$ cat src/rtl/assert_macros.svh
// assertion helpers, sampled on clk_i with rst_ni low as disable
`ifndef ASSERT_MACROS_SVH
`define ASSERT_MACROS_SVH

`define ASSERT_AT(lbl, prop, msg) \
  lbl: assert property (@(posedge clk_i) disable iff (!rst_ni) prop) else $error(msg);

`define ASSERT_IMPL(lbl, pre, post, msg) \
  lbl: assert property (@(posedge clk_i) disable iff (!rst_ni) (pre) |=> (post)) \
    else $error(msg);

`endif

$ cat src/rtl/crlf_pkg.sv
`default_nettype none

package crlf_pkg;

  localparam logic [7:0] BYTE_CR = 8'd13;
  localparam logic [7:0] BYTE_LF = 8'd10;

  typedef enum logic [1:0] {
    KIND_CHAR  = 2'd0,
    KIND_EMPTY = 2'd1,
    KIND_LONG  = 2'd2
  } kind_e;

endpackage

`default_nettype wire

$ cat src/rtl/crlf_if.sv
`default_nettype none

interface crlf_byte_if;
  logic       valid;
  logic       ready;
  logic [7:0] rx_byte;

  modport source (output valid, output rx_byte, input ready);
  modport sink (input valid, input rx_byte, output ready);
endinterface

interface crlf_res_if;
  logic       valid;
  logic       ready;
  logic [1:0] kind;
  logic [7:0] char_out;
  logic       last;

  modport source (output valid, output kind, output char_out, output last, input ready);
  modport sink (input valid, input kind, input char_out, input last, output ready);
endinterface

`default_nettype wire

$ cat src/rtl/crlf_store.sv
`default_nettype none

module crlf_store #(
  parameter int unsigned DEPTH = 64,
  parameter int unsigned IW    = 6
) (
  input  wire logic          clk_i,
  input  wire logic          we_i,
  input  wire logic [IW-1:0] waddr_i,
  input  wire logic [7:0]    wdata_i,
  input  wire logic          re_i,
  input  wire logic [IW-1:0] raddr_i,
  output logic      [7:0]    rdata_o
);

  logic [7:0] mem_q [DEPTH];
  logic [7:0] rdata_q;

  always_ff @(posedge clk_i) begin
    if (we_i) begin
      mem_q[waddr_i] <= wdata_i;
    end
  end

  always_ff @(posedge clk_i) begin
    if (re_i) begin
      rdata_q <= mem_q[raddr_i];
    end
  end

  assign rdata_o = rdata_q;

endmodule

`default_nettype wire

$ cat src/rtl/crlf_line_assembler.sv
// Line assembler for a received byte stream. Line characters are written
// into a single-port-per-side line store of LINE_BYTES entries; CR, LF or
// CR LF ends a line (an LF right after a CR terminator is dropped, also
// across read chunks). An empty line, or one of LINE_BYTES characters or
// more, gives one result. A shorter line is played out from the store,
// each result by a store read (ST_RD) and then an output load (ST_OUT,
// which waits for a free output register); no byte is taken during
// playout. Results leave through a one-entry output register; a byte
// that needs no result is taken while a result waits. The store needs
// no clearing after reset: playout reads only entries of the current
// line.
`default_nettype none

`include "assert_macros.svh"

module crlf_line_assembler #(
  parameter int unsigned LINE_BYTES = 64
) (
  input  wire logic clk_i,
  input  wire logic rst_ni,
  crlf_byte_if.sink rx_i,
  crlf_res_if.source res_o
);
  import crlf_pkg::*;

  localparam int unsigned CW = $clog2(LINE_BYTES + 1);
  localparam int unsigned IW = $clog2(LINE_BYTES);

  localparam logic [1:0] ST_IDLE = 2'd0;
  localparam logic [1:0] ST_RD   = 2'd1;
  localparam logic [1:0] ST_OUT  = 2'd2;

  logic [1:0]    state_q, state_d;
  logic [CW-1:0] cnt_q, cnt_d;
  logic [CW-1:0] len_q, len_d;
  logic [IW-1:0] idx_q, idx_d;
  logic          after_cr_q, after_cr_d;

  logic          ov_q, ov_d;
  kind_e         kind_q, kind_d;
  logic [7:0]    char_q, char_d;
  logic          last_q, last_d;

  logic          out_free;
  logic          is_cr, is_lf, is_term;
  logic          in_xfer;
  logic          we, re;
  logic [7:0]    rdata;
  logic          last_char;

  assign out_free  = !ov_q || res_o.ready;
  assign is_cr     = (rx_i.rx_byte == BYTE_CR);
  assign is_lf     = (rx_i.rx_byte == BYTE_LF);
  assign is_term   = is_cr || is_lf;
  assign last_char = ((CW'(idx_q) + CW'(1)) == len_q);

  // terminator waits for a free output register unless it is an LF dropped after a CR
  assign rx_i.ready = (state_q == ST_IDLE) && (out_free || !is_term || (is_lf && after_cr_q));
  assign in_xfer    = rx_i.valid && rx_i.ready;

  always_comb begin
    state_d    = state_q;
    cnt_d      = cnt_q;
    len_d      = len_q;
    idx_d      = idx_q;
    after_cr_d = after_cr_q;
    ov_d       = res_o.ready ? 1'b0 : ov_q;
    kind_d     = kind_q;
    char_d     = char_q;
    last_d     = last_q;
    we         = 1'b0;
    re         = 1'b0;
    unique case (state_q)
      ST_IDLE: begin
        if (in_xfer) begin
          if (is_lf && after_cr_q) begin
            after_cr_d = 1'b0;
          end else if (is_term) begin
            after_cr_d = is_cr;
            cnt_d      = '0;
            if (cnt_q == '0) begin
              ov_d   = 1'b1;
              kind_d = KIND_EMPTY;
              char_d = 8'd0;
              last_d = 1'b1;
            end else if (cnt_q >= CW'(LINE_BYTES)) begin
              ov_d   = 1'b1;
              kind_d = KIND_LONG;
              char_d = 8'd0;
              last_d = 1'b1;
            end else begin
              len_d   = cnt_q;
              idx_d   = '0;
              state_d = ST_RD;
            end
          end else begin
            after_cr_d = 1'b0;
            if (cnt_q < CW'(LINE_BYTES)) begin
              we    = 1'b1;
              cnt_d = cnt_q + CW'(1);
            end
          end
        end
      end
      ST_RD: begin
        re      = 1'b1;
        state_d = ST_OUT;
      end
      ST_OUT: begin
        if (out_free) begin
          ov_d   = 1'b1;
          kind_d = KIND_CHAR;
          char_d = rdata;
          last_d = last_char;
          idx_d  = idx_q + IW'(1);
          state_d = last_char ? ST_IDLE : ST_RD;
        end
      end
      default: begin
        state_d = ST_IDLE;
      end
    endcase
  end

  always_ff @(posedge clk_i or negedge rst_ni) begin
    if (!rst_ni) begin
      state_q    <= ST_IDLE;
      cnt_q      <= '0;
      after_cr_q <= 1'b0;
      ov_q       <= 1'b0;
    end else begin
      state_q    <= state_d;
      cnt_q      <= cnt_d;
      after_cr_q <= after_cr_d;
      ov_q       <= ov_d;
    end
  end

  always_ff @(posedge clk_i) begin
    len_q  <= len_d;
    idx_q  <= idx_d;
    kind_q <= kind_d;
    char_q <= char_d;
    last_q <= last_d;
  end

  crlf_store #(
    .DEPTH (LINE_BYTES),
    .IW    (IW)
  ) u_store (
    .clk_i   (clk_i),
    .we_i    (we),
    .waddr_i (cnt_q[IW-1:0]),
    .wdata_i (rx_i.rx_byte),
    .re_i    (re),
    .raddr_i (idx_q),
    .rdata_o (rdata)
  );

  assign res_o.valid    = ov_q;
  assign res_o.kind     = kind_q;
  assign res_o.char_out = char_q;
  assign res_o.last     = last_q;

  `ASSERT_AT(a_no_rx_in_playout, (state_q != ST_IDLE) |-> !rx_i.ready, "byte taken in playout")
  `ASSERT_AT(a_cnt_sat, cnt_q <= CW'(LINE_BYTES), "char count beyond line size")
  `ASSERT_AT(a_idx_in_line, (state_q != ST_IDLE) |-> (CW'(idx_q) < len_q), "playout past line")
  `ASSERT_IMPL(a_term_clears, in_xfer && is_term, cnt_q == '0, "count kept after terminator")

endmodule

`default_nettype wire
$ cat src/flat_wrapper.sv
// flat-port wrapper written by rule: the top's interface ports become plain ports
module crlf_line_assembler_flat import crlf_pkg::*;
#(
  parameter int unsigned LINE_BYTES = 64
)
  (clk_i, rst_ni, rx_i_valid, rx_i_rx_byte, rx_i_ready, res_o_valid, res_o_kind, res_o_char_out, res_o_last, res_o_ready);
  crlf_byte_if rx_i_i ();
  crlf_res_if res_o_i ();
  input  wire logic clk_i;
  input  wire logic rst_ni;
  input wire logic [$bits(rx_i_i.valid)-1:0] rx_i_valid;
  input wire logic [$bits(rx_i_i.rx_byte)-1:0] rx_i_rx_byte;
  output wire logic [$bits(rx_i_i.ready)-1:0] rx_i_ready;
  output wire logic [$bits(res_o_i.valid)-1:0] res_o_valid;
  output wire logic [$bits(res_o_i.kind)-1:0] res_o_kind;
  output wire logic [$bits(res_o_i.char_out)-1:0] res_o_char_out;
  output wire logic [$bits(res_o_i.last)-1:0] res_o_last;
  input wire logic [$bits(res_o_i.ready)-1:0] res_o_ready;
  assign rx_i_i.valid = rx_i_valid;
  assign rx_i_i.rx_byte = rx_i_rx_byte;
  assign rx_i_ready = rx_i_i.ready;
  assign res_o_valid = res_o_i.valid;
  assign res_o_kind = res_o_i.kind;
  assign res_o_char_out = res_o_i.char_out;
  assign res_o_last = res_o_i.last;
  assign res_o_i.ready = res_o_ready;
  crlf_line_assembler #(.LINE_BYTES(LINE_BYTES)) u_core (.clk_i(clk_i), .rst_ni(rst_ni), .rx_i(rx_i_i), .res_o(res_o_i));
endmodule
$ cat config.mk
export PLATFORM = sky130hd
export DESIGN_NAME = crlf_line_assembler_flat
export DESIGN_NICKNAME = d
export VERILOG_FILES = /design/src/rtl/crlf_pkg.sv /design/src/rtl/crlf_if.sv /design/src/rtl/crlf_store.sv /design/src/rtl/crlf_line_assembler.sv /design/src/flat_wrapper.sv
export VERILOG_INCLUDE_DIRS = /design/src /design/src/rtl
export SDC_FILE = /design/constraint.sdc
export NUM_CORES = 1
export LEC_CHECK = 0
export BUFFER_PORTS_ARGS = -buffer_cell sky130_fd_sc_hd__buf_2
export CAP_MARGIN = 20
export CORE_MARGIN = 1
export CORE_UTILIZATION = 40
export DETAILED_ROUTE_END_ITERATION = 10
export PLACE_DENSITY = 0.52
export SYNTH_ARGS = -nofsm -noshare
export SYNTH_HDL_FRONTEND = slang
export SYNTH_SLANG_ARGS = --single-unit
$ cat constraint.sdc
create_clock -name clk_i -period 4.72 [get_ports clk_i]
set_clock_uncertainty 0.2 [all_clocks]
set_input_delay 0.708 -clock clk_i [delete_from_list [all_inputs] [get_ports clk_i]]
set_output_delay 0.708 -clock clk_i [all_outputs]
set_load 0.03 [all_outputs]
==> results.yml, run 1 <==
floorplan:
  core_area_sq_mm: 0.0540
  start_util_pct: 40.7
  dieArea_sq_mm: 0.0559
  die_x_um: 236
  rows: 85
  die-height_um: 236
  io-pin-count: 25
logic_synthesis:
  synth_edf_count: 544
  seq_area_frac_synth_pct: 75.6
  netlist_instances: 1090
  async_flop_share_pct: 1.98
  ys.flop_type: "edfxtp_1"
  ys_ff_latch: 555
  syn_area_sq_mm: 0.0220
  ys_warn_count: 0
  synth.distinct_cells: 59
  syn_nets: 1105
  synth_area_per_cell_sq_um: 20.2
placement:
  dp.cells: 1782
  gp_congestion: 0.842
  port_buffers: 24
  dpl-instance-area_sq_mm: 0.0230
  hpwl_um: 32000
global_routing:
  grt_pass1_wl_um: 76600
  grt_pass1_vias: 10886
  grt_max_degree: 80
  gr-usage-all-layers_pct: 19.2
  grt.overflow.total: 0
  antenna_found_initial: 4
sta:
  tns_ns: 0
  period_needed_ns: 3.73
  rsz0062_at_grt: "false"
  fmax_mhz: 268
  slew_headroom_pct: 30.6
  tightest_slew_ns: 1.04
  setup-violations-final: 0
  whs_ns: 0.320
  final_hold_viol_count: 0
  final_max_slew_viol_count: 0
  period_share_pct: 79.0
worst_setup_path:
  crit_type: "in -> out"
  startpoint: "rx_i_rx_byte[1]"
  r2r_start: "u_core.state_q[1]"
  crit_required_ns: 3.81
  critical_path_depth: 6
  cp_common_cell: "buf_2"
  cp.arrival_ns: 2.82
  critPathMaxFanout: 30
  cpPeakStageDelay_ns: 0.54
  cp_slowest_cell: "or4b_4"
  startpoint_type: "input port"
  crit_path_cell_trace: "buf_2 -> buf_4 -> or4b_4 -> a211oi_4 -> a211oi_1 -> buf_2"
  crit_path_end_kind: "output port"
  worstRegToRegCells: 4
  critPathBufInv: 3
  cpLargestDelayFamily: "buffers and inverters"
route:
  ant_nets: 0
  avgViaCountPerCell: 5.59
  via_count: 10562
  wl_um: 52700
  drtIter0Drc: 959
  first_pass_iters: 5
  drc: 0
  wl_per_cell_um: 27.9
pwr:
  power_leakage_nw: 8.02
  combPwrFrac_pct: 2.9
  power_frac_seq_pct: 53.3
  p_int_mw: 8.18
  power.switching_mw: 2.10
  netSwitchingFraction_pct: 20.4
  ir_drop_mv: 0.245
  power.total_mw: 10.3
  power_density_mw_per_mm2: 414
  clkPwrFrac_pct: 43.8
cts:
  root_buffer: "clkbuf_16"
  clk_latency_ns: 0.61
  cts_tree: "yes"
  cts.clk_slew.worst_paths_ns: 0.06
  cts_buffer_depth: 3
  cts_setup_buffers: 0
  cts_inserted_buffers: 58
  h-tree-depth: 2
  clkSinkCount: 555
  cts_resized: 0
hold_path:
  hp-start: "u_core.after_cr_q"
  worstHoldPathType: "reg -> reg"
  whs_path_depth: 1
cells_and_area:
  final_cells: 1889
  postLayoutCellArea_sq_mm: 0.0248
  nNetsFinal: 1162
  layout-drive-gt1-share_pct: 24.7
  syn_to_final_growth_pct: 13.0
  final_common_cell: "edfxtp_1"
  final_cell_mix: "edfxtp_1 (544), mux4_2 (123), nor2_1 (82)"
flow_run:
  cap_violations: 0
run_status:
  status: "finished clean"
-- per-stage QoR --
stage | setup slack [ns] | utilization [%]
detailed placement | 0.883 | 42.5
global placement | 0.938 | 42.5
floorplan | 1.51 | -
global route | 0.953 | 46.0
CTS | 0.989 | 46.0
finish | 0.989 | 46.0
-- per-layer routing --
layer	share of wire, %	up-vias	global-route usage, %
li1	-	4613	-
met1	44	5582	26.7
met2	48	280	30.2
met5	0.063	-	0
met3	6.1	81	4.51
met4	2.2	6	5.29
-- state kept, by name (all words and copies together), names as in the netlist --
register / count
u_core.after_cr_q: 1
u_core.cnt_q: 7
u_core.idx_q: 6
u_core.len_q: 7
u_core.res_o.char_out: 8
u_core.res_o.kind: 2
u_core.res_o.last: 1
u_core.res_o.valid: 1
u_core.state_q: 2
u_core.u_store.mem_q: 512
u_core.u_store.rdata_o: 8
-- cells in the mapped netlist, drive strengths merged, types with 11 or more instances --
| library cell | number | area share (%) |
|---|---|---|
| a22oi | 14 | 0.48 |
| o22ai | 23 | 0.65 |
| edfxtp | 544 | 74 |
| clkbuf | 27 | 0.46 |
| mux2i | 13 | 0.59 |
| dfrtp | 11 | 1.3 |
| nand3 | 19 | 0.43 |
| nand2 | 33 | 0.56 |
| and2 | 12 | 0.35 |
| nand2b | 16 | 0.46 |
| buf | 28 | 0.77 |
| nor2 | 82 | 1.4 |
| mux4 | 123 | 13 |
| o21ai | 15 | 0.34 |
| mux2 | 29 | 1.5 |
-- cell type report --
class,instances,area (sq um)
Tap cell,696,871
Fill cell,4611,29200
Multi-Input combinational cell,474,5080
Clock inverter,35,309
Inverter,6,22.5
Timing Repair Buffer,52,383
Antenna cell,1,2.50
Clock buffer,70,1560
Sequential cell,555,16600
-- cells by family after synthesis --
family	after synthesis	synth area share, %
adder cells (fa/ha/maj)	3	0.171
buffers and inverters	61	1.34
multiplexers	165	14.7
AND/OR/NAND/NOR	205	4.74
flip-flops	555	75.6
XOR/XNOR	10	0.529
AO/OA/AOI/OAI	91	2.98
-- power groups by stage --
stage               registers [mW]  logic (mW)  clock network, mW
detailed placement            5.58       0.302                  0
global route                  5.48       0.324               4.77
CTS                           5.48       0.303               4.59
finish                        5.48       0.297               4.50
floorplan                     5.57       0.144                  0
global placement              5.58       0.302                  0
-- worst paths after layout --
path                                                     to  slack [ns]
max in group asynchronous                   u_core.cnt_q[2]        3.72
worst min register to register            u_core.after_cr_q        0.32
worst max register to register  u_core.u_store.mem_q[12][2]        1.33
min in group asynchronous                u_core.res_o.valid        0.34
worst max-delay path                             rx_i_ready        0.99
worst min-delay path                      u_core.after_cr_q        0.32
-- what timing repair did --
action / 4_1_cts / 5_1_grt
hold buffers: 1 / 0
endpoints found under the hold margin: 11 / 0
endpoints found under the setup margin: 0 / 0
Note: power is estimated with default switching activity, not from simulation.
==> run 2, diff against run 1 <==
Clock period 4.72 ns to 3.8 ns, I/O delays scaled along.
==> run 2 against run 1 <==
Effect of this change:
- via count is 1.4% higher
- sequential power increased by 24%
- first-iteration DRC count fell by 3.8%
- setup slack got worse by 0.32 ns
- largest cell class unchanged
- highest routed layer unchanged
==> results.yml, run 2 (synthesis gave the netlist of run 1 again) <==
cts:
  cts_tree: "yes"
  cts_setup_buffers: 0
  clkSinkCount: 555
  cts.clk_slew.worst_paths_ns: 0.06
  h-tree-depth: 2
  root_buffer: "clkbuf_16"
  clk_latency_ns: 0.60
  cts_inserted_buffers: 57
  cts_resized: 0
  cts_buffer_depth: 3
  hold_buffers: 1
cells_and_area:
  final_cells: 1899
  final_common_cell: "edfxtp_1"
  regMostFlops: "u_core.u_store.mem_q"
  fillers: 4524
  final_cell_mix: "edfxtp_1 (544), mux4_2 (123), nor2_1 (82)"
  largest_reg_flops: 512
  postLayoutCellArea_sq_mm: 0.0248
  nNetsFinal: 1170
  layout-drive-gt1-share_pct: 25.7
  syn_to_final_growth_pct: 13.0
worst_setup_path:
  crit_type: "reg -> out"
  critPathMaxFanout: 6
  crit_path_cell_trace: "or4b_4 -> a211oi_4 -> a211oi_1 -> buf_2"
  crit_path_end_kind: "output port"
  startpoint_type: "register"
  cpPeakStageDelay_ns: 0.52
  cp.arrival_ns: 2.36
  cp_slowest_cell: "or4b_4"
  critPathBufInv: 1
  crit_required_ns: 3.03
  cpLargestDelayFamily: "compound AO/OA/AOI/OAI gates"
sta:
  final_hold_viol_count: 0
  rsz0062_at_grt: "false"
  setup-violations-final: 0
  fmax_mhz: 320
  slew_headroom_pct: 28.6
  tightest_slew_ns: 1.07
  period_needed_ns: 3.13
  final_max_slew_viol_count: 0
  setup_ws_ns: 0.674
  tns_ns: 0
  period_share_pct: 82.3
placement:
  dpl-instance-area_sq_mm: 0.0230
  hpwl_um: 33300
  gp_congestion: 0.835
  port_buffers: 24
  dp_worst_setup_slack_ns: 0.557
  dp.cells: 1791
route:
  first_pass_iters: 5
  wl_um: 52500
  drtIter0Drc: 923
  wl_per_cell_um: 27.6
  via_count: 10706
  avgViaCountPerCell: 5.64
  drc: 0
  ant_nets: 0
floorplan:
  die-height_um: 236
  start_util_pct: 40.7
  dieArea_sq_mm: 0.0559
  rows: 85
  die_x_um: 236
  core_area_sq_mm: 0.0540
  io-pin-count: 25
global_routing:
  grt_max_degree: 67
  antenna_found_initial: 5
  gr-usage-all-layers_pct: 19.2
  grt.overflow.total: 0
  grt_pass1_wl_um: 77100
  grt_pass1_vias: 11196
pwr:
  power_leakage_nw: 8.03
  power_density_mw_per_mm2: 506
  ir_drop_mv: 0.327
hold_path:
  worstHoldPathType: "in -> reg"
run_status:
  status: "finished clean"
flow_run:
  cap_violations: 0
==> run 2: routing by layer <==
layer | track usage (%) | wire [um] | part of all wire (%) | vias up
met1 | 27.5 | 23400 | 45 | 5682
met5 | 0 | 8 | 0.015 | -
met2 | 29.7 | 24500 | 47 | 316
met4 | 6.24 | 1420 | 2.7 | 2
met3 | 3.64 | 3100 | 5.9 | 74
li1 | - | - | - | 4632
==> run 2: final cells by class <==
class | count | area, sq um | area share [%]
tap | 696 | 871 | 3.51
sequential | 555 | 16600 | 66.9
antenna | 3 | 7.51 | 0.0302
multi-input combinational | 474 | 5080 | 20.4
timing repair buffer | 61 | 463 | 1.86
inverter | 6 | 22.5 | 0.0907
clock buffer | 69 | 1470 | 5.92
clock inverter | 35 | 314 | 1.26
==> run 2: where the power goes <==
group | switching (mW) | internal [mW] | total (mW) | leakage [nW]
sequential | 0.0533 | 6.76 | 6.81 | 5.01
clock | 2.29 | 3.09 | 5.39 | 0.872
combinational | 0.267 | 0.107 | 0.374 | 2.14
==> run 2: worst paths after layout <==
kind	cells after the start	to	start	slack (ns)
max	4	rx_i_ready	u_core.after_cr_q	0.67
min	1	u_core.u_store.mem_q[26][1]	rx_i_rx_byte[1]	0.18
max reg2reg	5	u_core.u_store.mem_q[45][6]	u_core.state_q[0]	0.72
min reg2reg	1	u_core.res_o.char_out[7]	u_core.u_store.rdata_o[7]	0.34
max in group asynchronous	2	u_core.after_cr_q	rst_ni	2.92
min in group asynchronous	2	u_core.state_q[0]	rst_ni	0.21
==> run 2: through the flow <==
step | power [mW] | utilization, % | hold WS (ns)
floorplan | 7.09 | - | 0.0744
global placement | 7.31 | 42.6 | 0.296
detailed placement | 7.31 | 42.6 | 0.299
CTS | 12.7 | 46.0 | 0.152
global route | 12.9 | 46.0 | 0.149
finish | 12.6 | 46.0 | 0.180
==> run 3, diff against run 2 <==
Settings changed: ABC_AREA from default to 1.
Clock period 3.8 ns to 3.19 ns, I/O delays scaled along.
==> run 3 against run 2 <==
Effect of this change:
- global-route usage up 2.9 points
- largest cell class unchanged
- worst hold slack worse by 0.087 ns
- total power up 80%
- final area up 4.5%
- synthesized cell count up 89%
- largest power group unchanged
==> results.yml, run 3 <==
logic_synthesis:
  async_flop_share_pct: 1.98
  netlist_instances: 2055
  syn_nets: 2070
  netlist_top_cells_area: "edfxtp_1 (71%), nand2_1 (14%), nand3_1 (6.5%)"
  ys_warn_count: 0
  syn_area_sq_mm: 0.0230
  ys_ff_latch: 555
  synth_top_cells_by_count: "nand2_1 (829), edfxtp_1 (544), nand3_1 (298), buf_2 (81), nor2_1 (77)"
  synth_edf_count: 544
  ys.flop_type: "edfxtp_1"
  yosysTopAreaCellShare_pct: 71.0
  synth_area_per_cell_sq_um: 11.2
  synth_largest_area_cell: "edfxtp_1"
  synth.distinct_cells: 31
  synth.most_common_cell: "nand2_1"
  seq_area_frac_synth_pct: 72.2
pwr:
  ir_drop_mv: 0.509
  power_density_mw_per_mm2: 870
  power.total_mw: 22.6
  power_leakage_nw: 9.61
sta:
  rsz0062_at_grt: "false"
  period_share_pct: 91.2
  setup-violations-final: 0
  period_needed_ns: 2.91
  fmax_mhz: 344
  tightest_slew_ns: 1.08
  final_max_slew_viol_count: 0
  whs_ns: 0.0932
  slew_headroom_pct: 27.7
  final_hold_viol_count: 0
run_status:
  status: "finished clean"
floorplan:
  dieArea_sq_mm: 0.0585
  start_util_pct: 40.6
  core_area_sq_mm: 0.0566
  io-pin-count: 25
  die-height_um: 242
  die_x_um: 242
  rows: 87
cells_and_area:
  nNetsFinal: 2108
  largest_reg_flops: 512
  syn_to_final_growth_pct: 12.8
  final_cell_mix: "nand2_1 (829), edfxtp_1 (544), nand3_1 (298)"
  final_common_cell: "nand2_1"
  fillers: 5198
  layout-drive-gt1-share_pct: 8.43
  insertedDiodeCount: 0
  regMostFlops: "u_core.u_store.mem_q"
worst_setup_path:
  startpoint_type: "input port"
  r2r_start: "u_core.cnt_q[6]"
  crit_type: "in -> out"
  crit_required_ns: 2.51
  critPathMaxFanout: 8
  worst_r2r_endpoint: "u_core.u_store.mem_q[29][5]"
  cp.arrival_ns: 2.23
  crit_path_end_kind: "output port"
  worstRegToRegCells: 5
  reg2reg_setup_slack_ns: 0.50
route:
  via_count: 15290
  wl_um: 64300
  ant_nets: 0
  avgViaCountPerCell: 5.29
  first_pass_iters: 6
  drtIter0Drc: 1481
  wl_per_cell_um: 22.2
  drc: 0
cts:
  clkSinkCount: 555
  cts_tree: "yes"
  cts.clk_slew.worst_paths_ns: 0.06
  cts_inserted_buffers: 57
  cts_setup_buffers: 0
  clk_latency_ns: 0.62
  cts_buffer_depth: 3
  root_buffer: "clkbuf_16"
  h-tree-depth: 2
hold_path:
  worstHoldPathType: "in -> async"
placement:
  port_buffers: 24
  gp_congestion: 0.888
  hpwl_um: 39400
global_routing:
  antenna_found_initial: 0
  grt_pass1_wl_um: 94700
  grt_max_degree: 119
  grt.overflow.total: 0
  grt_pass1_vias: 15213
  gr-usage-all-layers_pct: 22.1
flow_run:
  cap_violations: 0
run 3: changes by cell type after synthesis, sizes merged, moves of 14 or more:
| cell | change |
|---|---|
| mux2 | -29 |
| mux4 | -123 |
| nor3 | +32 |
| a21oi | +61 |
| o22ai | -23 |
| a22oi | -14 |
| inv | +40 |
| nand2 | +799 |
| nand3 | +282 |
| nand2b | -16 |
| buf | +66 |
run 3: logic make-up after synthesis:
| kind of cell | synth area share, % |
|---|---|
| xor gates and xnor gates | 0.190 |
| and+or+nand+nor | 22.7 |
| adders and majority gates | 0.163 |
| buffers and inverters | 3.10 |
| AOI/OAI and AO/OA | 1.63 |
| DFF | 72.2 |
run 3: power by group:
group / switching, mW / total, mW / internal (mW)
clock network: 2.72 / 6.49 / 3.77
logic: 5.49 / 7.48 / 1.99
registers: 0.209 / 8.63 / 8.42
run 3: how the worst max path moves through the flow:
stage | startpoint | endpoint | slack, ns
3_5_place_dp | rx_i_rx_byte[6] | u_core.u_store.mem_q[29][7] | -0.10
3_3_place_gp | rx_i_rx_byte[6] | u_core.u_store.mem_q[53][1] | -0.04
2_1_floorplan | u_core.cnt_q[0] | u_core.res_o.char_out[0] | 0.70
5_1_grt | rx_i_rx_byte[7] | rx_i_ready | 0.20
6_report | rx_i_rx_byte[7] | rx_i_ready | 0.28
4_1_cts | rx_i_rx_byte[7] | rx_i_ready | 0.36
run 3: per-layer routing:
metal	GRT usage [%]	share of wire, %	wire length, um
met1	30.6	44	28600
met2	35.4	46	29700
met3	2.97	5.7	3690
met4	8.43	3.6	2310
met5	0	0	0
run 3: what timing repair did:
item | CTS | global route
resized for setup | 0 | 0
endpoints found under the hold margin | 15 | 0
hold buffers | 3 | 0
run 3: final cells by class:
cell class,count,area [sq um],share of cell area (%)
clock inverter,30,282,1.08
clock buffer,72,1530,5.88
sequential,555,16600,64.0
timing repair buffer,90,731,2.81
inverter,47,181,0.699
tap,756,946,3.64
multi-input combinational,1342,5680,21.9
run 3: worst max-delay path: stages:
cell	delay (ns)
buf_2	0.11
inv_1	0.17
nand2_1	0.08
nor2_1	0.49
nand3_1	0.25
inv_1	0.15
nand2_1	0.11
nand2_2	0.16
buf_2	0.22
run 3: through the flow:
stage / util (%) / TNS, ns / cells / setup slack [ns] / cell area (sq um)
final: 45.9 / 0 / 2892 / 0.280 / 26000
after global routing: 45.9 / 0 / 2892 / 0.198 / 26000
after CTS: 45.8 / 0 / 2887 / 0.360 / 25900
after detailed placement: 42.6 / -4.51 / 2782 / -0.101 / 24100
after global placement: 42.6 / -1.29 / 2782 / -0.0388 / 24100
after floorplan: - / 0 / 2055 / 0.704 / 23000
